## config.mk

```make
export PLATFORM = sky130hd
export DESIGN_NAME = piecewise_arc_contrast_map
export DESIGN_NICKNAME = d
export VERILOG_FILES = /design/src/rtl/core/pca_pkg.sv /design/src/rtl/core/pca_isqrt.sv /design/src/rtl/core/piecewise_arc_contrast_map.sv
export SDC_FILE = /design/constraint.sdc
export NUM_CORES = 2
export LEC_CHECK = 0
export ABC_AREA = 1
export BUFFER_PORTS_ARGS = -buffer_cell sky130_fd_sc_hd__buf_2
export CORE_MARGIN = 2
export CORE_UTILIZATION = 35
export CTS_CLUSTER_DIAMETER = 40
export DETAILED_ROUTE_END_ITERATION = 6
export PLACE_DENSITY = 0.58
export SYNTH_ARGS = -nofsm -noshare
export SYNTH_HDL_FRONTEND = slang
export SYNTH_SLANG_ARGS = --single-unit
```

## constraint.sdc

```tcl
create_clock -name clk -period 41.7 [get_ports clk]
set_input_delay 4.17 -clock clk [delete_from_list [all_inputs] [get_ports clk]]
set_output_delay 4.17 -clock clk [all_outputs]
set_load 0.01 [all_outputs]
```

## src/rtl/core/pca_pkg.sv

```systemverilog
// shared constants, interval table and sideband type for the arc contrast map
`default_nettype none

package pca_pkg;

  localparam int FRAC_BITS = 8;
  localparam int VAL_W     = 16;
  localparam int CFG_W     = 16;
  localparam int INT_W     = 8;
  localparam int BND_W     = INT_W + FRAC_BITS;
  localparam int ARC_W     = (BND_W > VAL_W) ? BND_W : VAL_W;
  localparam int ROOT_W    = ARC_W;
  localparam int SQ_W      = 2 * ARC_W;
  localparam int REM_W     = ROOT_W + 2;
  localparam int NUM_INT   = 10;
  localparam int K_W       = $clog2(NUM_INT + 1);

  localparam logic [CFG_W-1:0] THR_RESET = CFG_W'(3264);
  localparam logic [VAL_W-1:0] VAL_MAX   = {VAL_W{1'b1}};

  // interval ends on the fixed point scale
  localparam logic [ARC_W-1:0] ARC_END [NUM_INT+1] = '{
    ARC_W'(0 << FRAC_BITS),
    ARC_W'(3 << FRAC_BITS),
    ARC_W'(8 << FRAC_BITS),
    ARC_W'(16 << FRAC_BITS),
    ARC_W'(30 << FRAC_BITS),
    ARC_W'(49 << FRAC_BITS),
    ARC_W'(75 << FRAC_BITS),
    ARC_W'(107 << FRAC_BITS),
    ARC_W'(147 << FRAC_BITS),
    ARC_W'(196 << FRAC_BITS),
    ARC_W'(255 << FRAC_BITS)
  };

  typedef struct packed {
    logic             act;
    logic             up;
    logic [VAL_W-1:0] x;
    logic [VAL_W-1:0] e;
  } side_t;

endpackage

`default_nettype wire

```

## src/rtl/core/pca_isqrt.sv

```systemverilog
// pipelined integer square root, one result bit per stage, sideband carried along
`default_nettype none

module pca_isqrt (
  input  wire logic                         clk,
  input  wire logic                         rst,
  input  wire logic                         en,
  input  wire logic                         in_valid,
  input  wire logic [pca_pkg::SQ_W-1:0]     rad,
  input  wire pca_pkg::side_t               side_in,
  output logic                              out_valid,
  output logic      [pca_pkg::ROOT_W-1:0]   root,
  output pca_pkg::side_t                    side_out
);

  localparam int NS = pca_pkg::ROOT_W;

  logic                        vld     [NS];
  logic [pca_pkg::REM_W-1:0]   rem_q   [NS];
  logic [pca_pkg::ROOT_W-1:0]  root_q  [NS];
  logic [pca_pkg::SQ_W-1:0]    rad_q   [NS];
  pca_pkg::side_t              side_q  [NS];

  for (genvar j = 0; j < NS; j++) begin : g_stage
    logic                        vld_in;
    logic [pca_pkg::REM_W-1:0]   rem_in;
    logic [pca_pkg::ROOT_W-1:0]  root_in;
    logic [pca_pkg::SQ_W-1:0]    rad_in;
    pca_pkg::side_t              side_i;
    logic [pca_pkg::REM_W-1:0]   cur;
    logic [pca_pkg::REM_W-1:0]   trial;
    logic [pca_pkg::REM_W-1:0]   rem_next;
    logic [pca_pkg::ROOT_W-1:0]  root_next;

    if (j == 0) begin : g_first
      assign vld_in  = in_valid;
      assign rem_in  = '0;
      assign root_in = '0;
      assign rad_in  = rad;
      assign side_i  = side_in;
    end else begin : g_rest
      assign vld_in  = vld[j-1];
      assign rem_in  = rem_q[j-1];
      assign root_in = root_q[j-1];
      assign rad_in  = rad_q[j-1];
      assign side_i  = side_q[j-1];
    end

    always_comb begin
      cur   = {rem_in[pca_pkg::REM_W-3:0], rad_in[pca_pkg::SQ_W-1 -: 2]};
      trial = {root_in, 2'b01};
      if (cur >= trial) begin
        rem_next  = cur - trial;
        root_next = {root_in[pca_pkg::ROOT_W-2:0], 1'b1};
      end else begin
        rem_next  = cur;
        root_next = {root_in[pca_pkg::ROOT_W-2:0], 1'b0};
      end
    end

    always_ff @(posedge clk) begin
      if (rst) begin
        vld[j] <= 1'b0;
      end else if (en) begin
        vld[j] <= vld_in;
      end
    end

    always_ff @(posedge clk) begin
      if (en) begin
        rem_q[j]  <= rem_next;
        root_q[j] <= root_next;
        rad_q[j]  <= {rad_in[pca_pkg::SQ_W-3:0], 2'b00};
        side_q[j] <= side_i;
      end
    end
  end

  assign out_valid = vld[NS-1];
  assign root      = root_q[NS-1];
  assign side_out  = side_q[NS-1];

endmodule

`default_nettype wire

```

## src/rtl/core/piecewise_arc_contrast_map.sv

```systemverilog
// top level of the piecewise arc contrast map: front stages, root pipeline, output buffer
//
// channel  dir  handshake                    payload
// s_axis   in   s_axis_tvalid/s_axis_tready  tdata: voxel_value, edge_mean; tuser: is_molecule
// m_axis   out  m_axis_tvalid/m_axis_tready  tdata: mapped_value
// cfg      in   cfg_valid/cfg_ready          cfg_data: intensity_threshold
//
// one request per cycle while the output buffer is not full; the path runs through the
// four front stages, one stage per root bit of the 8.8 value in pca_isqrt and the output buffer.
// rst is synchronous; it empties the pipeline and buffer and reloads the threshold.
// the pipeline advances as a whole while the two-entry output buffer is not full,
// so s_axis_tready depends on registers only and a stall loses nothing.
`default_nettype none

module piecewise_arc_contrast_map (
  input  wire logic        clk,
  input  wire logic        rst,
  input  wire logic        s_axis_tvalid,
  output logic             s_axis_tready,
  input  wire logic [31:0] s_axis_tdata,   // [15:0] voxel_value, [31:16] edge_mean
  input  wire logic [0:0]  s_axis_tuser,   // [0] is_molecule
  output logic             m_axis_tvalid,
  input  wire logic        m_axis_tready,
  output logic      [15:0] m_axis_tdata,   // [15:0] mapped_value
  input  wire logic        cfg_valid,
  output logic             cfg_ready,
  input  wire logic [15:0] cfg_data
);

  localparam int VW = pca_pkg::VAL_W;
  localparam int AW = pca_pkg::ARC_W;

  logic [pca_pkg::CFG_W-1:0] thr;
  logic [1:0]                cnt;
  logic                      en;

  assign en            = (cnt != 2'd2);
  assign s_axis_tready = en;
  assign cfg_ready     = 1'b1;

  always_ff @(posedge clk) begin
    if (rst) begin
      thr <= pca_pkg::THR_RESET;
    end else if (cfg_valid) begin
      thr <= cfg_data;
    end
  end

  // stage 1: threshold test and interval index
  logic [VW-1:0]          in_x;
  logic [VW-1:0]          in_e;
  logic [pca_pkg::K_W-1:0] k_next;
  logic                   v1;
  logic                   act1;
  logic [VW-1:0]          x1;
  logic [VW-1:0]          e1;
  logic [pca_pkg::K_W-1:0] k1;

  assign in_x = s_axis_tdata[15:0];
  assign in_e = s_axis_tdata[31:16];

  always_comb begin
    k_next = '0;
    for (int i = 1; i < pca_pkg::NUM_INT; i++) begin
      if (AW'(in_x) > pca_pkg::ARC_END[i]) begin
        k_next = pca_pkg::K_W'(i);
      end
    end
  end

  always_ff @(posedge clk) begin
    if (rst) begin
      v1 <= 1'b0;
    end else if (en) begin
      v1 <= s_axis_tvalid;
    end
  end

  always_ff @(posedge clk) begin
    if (en) begin
      act1 <= s_axis_tuser[0] && (in_x > thr);
      x1   <= in_x;
      e1   <= in_e;
      k1   <= k_next;
    end
  end

  // stage 2: arc radius and offset magnitudes
  logic [AW-1:0] lo_end;
  logic [AW-1:0] hi_end;
  logic          up_next;
  logic [AW:0]   d_diff;
  logic [AW:0]   t_diff;
  logic [AW-1:0] d_next;
  logic [AW-1:0] t_next;
  logic          v2;
  pca_pkg::side_t side2;
  logic [AW-1:0] d2;
  logic [AW-1:0] t2;

  always_comb begin
    lo_end  = pca_pkg::ARC_END[k1];
    hi_end  = pca_pkg::ARC_END[pca_pkg::K_W'(k1 + 1'b1)];
    up_next = (x1 <= e1);
    if (up_next) begin
      d_diff = {1'b0, AW'(e1)} - {1'b0, lo_end};
      t_diff = {1'b0, AW'(x1)} - {1'b0, lo_end};
    end else begin
      d_diff = {1'b0, hi_end} - {1'b0, AW'(e1)};
      t_diff = {1'b0, AW'(x1)} - {1'b0, hi_end};
    end
    d_next = d_diff[AW] ? AW'(-d_diff) : d_diff[AW-1:0];
    t_next = t_diff[AW] ? AW'(-t_diff) : t_diff[AW-1:0];
  end

  always_ff @(posedge clk) begin
    if (rst) begin
      v2 <= 1'b0;
    end else if (en) begin
      v2 <= v1;
    end
  end

  always_ff @(posedge clk) begin
    if (en) begin
      side2 <= '{act: act1, up: up_next, x: x1, e: e1};
      d2    <= d_next;
      t2    <= t_next;
    end
  end

  // stage 3: squares
  logic                     v3;
  pca_pkg::side_t           side3;
  logic [pca_pkg::SQ_W-1:0] dsq3;
  logic [pca_pkg::SQ_W-1:0] tsq3;

  always_ff @(posedge clk) begin
    if (rst) begin
      v3 <= 1'b0;
    end else if (en) begin
      v3 <= v2;
    end
  end

  always_ff @(posedge clk) begin
    if (en) begin
      side3 <= side2;
      dsq3  <= pca_pkg::SQ_W'(d2 * d2);
      tsq3  <= pca_pkg::SQ_W'(t2 * t2);
    end
  end

  // stage 4: root argument, clamped at zero
  logic                     v4;
  pca_pkg::side_t           side4;
  logic [pca_pkg::SQ_W-1:0] rad4;

  always_ff @(posedge clk) begin
    if (rst) begin
      v4 <= 1'b0;
    end else if (en) begin
      v4 <= v3;
    end
  end

  always_ff @(posedge clk) begin
    if (en) begin
      side4 <= side3;
      rad4  <= (dsq3 >= tsq3) ? (dsq3 - tsq3) : '0;
    end
  end

  logic                       vr;
  logic [pca_pkg::ROOT_W-1:0] root;
  pca_pkg::side_t             sider;

  pca_isqrt u_isqrt (
    .clk       (clk),
    .rst       (rst),
    .en        (en),
    .in_valid  (v4),
    .rad       (rad4),
    .side_in   (side4),
    .out_valid (vr),
    .root      (root),
    .side_out  (sider)
  );

  // move along the arc and saturate
  logic [AW:0]   sum_w;
  logic [AW:0]   dif_w;
  logic [VW-1:0] res;

  always_comb begin
    sum_w = {1'b0, AW'(sider.e)} + {1'b0, AW'(root)};
    dif_w = {1'b0, AW'(sider.e)} - {1'b0, AW'(root)};
    if (!sider.act) begin
      res = sider.x;
    end else if (sider.up) begin
      res = dif_w[AW] ? '0 : VW'(dif_w[AW-1:0]);
    end else if (sum_w > (AW + 1)'(pca_pkg::VAL_MAX)) begin
      res = pca_pkg::VAL_MAX;
    end else begin
      res = VW'(sum_w);
    end
  end

  // two-entry output buffer
  logic          push;
  logic          pop;
  logic [VW-1:0] slot0;
  logic [VW-1:0] slot1;

  assign push          = en && vr;
  assign pop           = m_axis_tvalid && m_axis_tready;
  assign m_axis_tvalid = (cnt != 2'd0);
  assign m_axis_tdata  = slot0;

  always_ff @(posedge clk) begin
    if (rst) begin
      cnt <= 2'd0;
    end else if (push && !pop) begin
      cnt <= cnt + 2'd1;
    end else if (pop && !push) begin
      cnt <= cnt - 2'd1;
    end
  end

  always_ff @(posedge clk) begin
    priority if (push && pop) begin
      slot0 <= res;
    end else if (pop) begin
      slot0 <= slot1;
    end else if (push) begin
      if (cnt == 2'd0) begin
        slot0 <= res;
      end else begin
        slot1 <= res;
      end
    end
  end

  a_cnt_range: assert property (@(posedge clk) disable iff (rst) cnt != 2'd3)
    else $error("output buffer count out of range");

  a_full_holds_input: assert property (@(posedge clk) disable iff (rst)
      (cnt == 2'd2) |-> !(s_axis_tvalid && s_axis_tready))
    else $error("request taken while output buffer full");

  a_pass_through: assert property (@(posedge clk) disable iff (rst)
      (push && !sider.act) |-> (res == sider.x))
    else $error("unmapped voxel altered");

  a_arc_below: assert property (@(posedge clk) disable iff (rst)
      (push && sider.act && sider.up) |-> (res <= sider.e))
    else $error("lower arc result above edge mean");

  a_arc_above: assert property (@(posedge clk) disable iff (rst)
      (push && sider.act && !sider.up) |-> (res >= sider.e))
    else $error("upper arc result below edge mean");

endmodule

`default_nettype wire

```

==> run metrics <==
critical path data arrival time roughly 2.5 ns; Mapped Area ~77000 sq um; worst skew pair latency 0.79 ns; failing checks DRC; routed vias/inst 4.61; CTS buffer count 167; Root Driver clkbuf_16; Final HPWL DP roughly 110000 microns; multi-input logic area ~28000 sq um; share of layout cells above drive strength 1 between 7 and 8%; IO Count 73; Top FF cell, synth edfxtp_1; fmax 149 MHz; initial core utilization 35.3%; most common cell after layout, fill and taps aside edfxtp_1; Worst Clk Skew 0.0439 ns; routability cong. roughly 0.87; total wire length 152000 microns; Syn. warnings 0; IO buf count 71; die height between 400 and 500 microns; Area Growth Syn to Fin 12.0%; fin crit period 6.69 ns; first-pass GRT wire length 243000 microns; Max clock buf depth 3; CORE AREA 218000 sq um; status finished with violations; Max Cap Viol 0; chip width 472 microns; initial antenna violation count 8; overall routing resource usage 13.7%; critical path endpoint category output port; Synth async-reset ratio 0%; Slew Limit Fails 0; vias in the first global route around 46000; H-tree depth 4; Crit Path Class reg -> out; Final period util 16.0%; Area contributors post-synth edfxtp_1 (57%), fa_1 (8.6%), ha_1 (7.9%); cells along the critical path inv_1 -> nor2_1 -> inv_8 -> buf_2; WL per Instance roughly 16 microns; post-synthesis sequential area ratio a little under three fifths; post-CTS resize count 0; syn_nets between 7000 and 8000; Synth Area per Inst 11.7 sq um; Post-synth EDFFs 1453; Detail Route Antenna Nets 0; Gate Count Post-Synth 6567; Synth area leader edfxtp_1; clock-pin slew on the worst setup and hold paths 0.06 ns; Max stage delay on crit path 0.57 ns; CTS sink cnt between 1000 and 1500; Worst-Margin Slew 1.19 ns; most frequent cells in the layout edfxtp_1 (1453), inv_1 (1196), nand2_1 (1049); Max-slew headroom 20.0%; FF+latch count, synth 1475; final setup TNS 0 ns; fillcell total just over 20000; HP Class reg -> reg; top cell type's share of synthesized area 56.8%; Die ar. 223000 sq um; drt drc 2; register area roughly 44000 sq um; Final nets ~7600; drt first-iter violations approximately 3000; Rows 171; RSZ-0062 raised after global routing no; Max FO, Critical Path 87; Critical Path RT 37.53 ns; number of buffers inserted by post-CTS setup repair 0; gr ovfl total 0; hold violation count in the final report 0; hold buffer count at CTS 0; via count 44800; CP startpoint kind flip-flop; post-synth cell types 66; largest net degree at the start of global routing 199; Final setup viols 0; CTS tree done; crit path max-delay cell type nor2_1; first drt pass iteration count 7
## metrics by stage
stage	area, sq um	std cells	hold slack (ns)	worst slack [ns]	util (%)
6_report	86000	9713	0.377	35.01	39.5
5_1_grt	86000	9712	0.389	34.83	39.5
4_1_cts	86000	9711	0.369	34.89	39.5
3_5_place_dp	80400	9402	0.405	35.40	36.9
3_3_place_gp	80400	9402	0.400	35.30	36.9
2_1_floorplan	76800	6567	0.400	6.90	-
## worst paths after layout
path	slack [ns]	from	cells past startpoint	endpoint
min reg2reg	0.38	u_isqrt.side_q[0][7]$_DFFE_PN_	0	u_isqrt.side_q[0][41]$_DFFE_PN_
max	35.01	cnt[1]$_SDFFE_PP0P_	4	s_axis_tready
min	0.38	u_isqrt.side_q[0][7]$_DFFE_PN_	0	u_isqrt.side_q[0][41]$_DFFE_PN_
max reg2reg	35.42	d2[7]$_DFFE_PN_	22	dsq3[26]$_DFFE_PN_
## metal layers
layer / global-route usage, % / share of wire (%)
met1: 17.1 / 43
met2: 23.6 / 49
met3: 2.20 / 4.0
met4: 5.45 / 3.7
met5: 0 / 0.018
## critical path: cells and delay by family, from the launching register on
kind / cells / cell delay, ns
buffers and inverters: 3 / 0.80
flip-flops: 1 / 0.33
AND/OR/NAND/NOR: 1 / 0.57
## cell families (layout without fill, tap and decap cells)
kind of cell / Yosys count / after routing / synth area share [%]
simple gates: 1834 / 1834 / 9.91
flops: 1475 / 1475 / 57.4
buf+inv: 1327 / 1617 / 6.66
compound gates: 816 / 816 / 6.16
fa+ha+maj: 815 / 815 / 16.5
xor+xnor: 298 / 298 / 3.40
other cells: 2 / 4 / 0.00978
## final cells by class
cell class                      count  area share, %
Inverter                         1214           5.31
Clock inverter                    112           1.50
Multi-Input combinational cell   3765           32.1
Sequential cell                  1475           51.2
Antenna cell                        2        0.00582
Tap cell                         2854           4.15
Clock buffer                      197           5.04
Timing Repair Buffer               94          0.628
## flip-flops by register name, summed over array words and instances, names as in the netlist, 2 cells and up
signal / cells
tsq3: 30
u_isqrt.rad_q: 240
slot1: 16
k1: 4
thr: 16
u_isqrt.rem_q: 224
cnt: 2
u_isqrt.side_q: 544
rad4: 32
u_isqrt.vld: 16
e1: 16
dsq3: 30
side3: 34
side4: 34
t2: 15
u_isqrt.root_q: 136
m_axis_tdata: 16
d2: 15
side2: 34
x1: 16
## cell usage after synthesis (7+ instances only)
cell type / instances
o2111ai_1: 7
nand2_2: 22
xor2_1: 180
nand3_1: 167
inv_1: 1197
nor3_1: 53
edfxtp_1: 1453
o21ai_1: 46
a211oi_1: 7
a21oi_2: 20
or2_2: 32
buf_6: 9
ha_1: 486
a21o_1: 30
nand3b_1: 10
dfxtp_1: 22
nand4_1: 43
nor2_1: 408
a31oi_1: 33
o21a_1: 9
nor2_2: 10
fa_1: 329
nor4_1: 18
clkbuf_1: 72
a21boi_0: 16
a21oi_1: 333
buf_2: 21
inv_2: 17
o31ai_1: 12
o21ai_0: 231
o21bai_1: 24
nand2_1: 1049
xnor2_1: 118
Power is not shown: default switching activity piles up to over one toggle a cycle in this logic, so the estimate is an artifact.
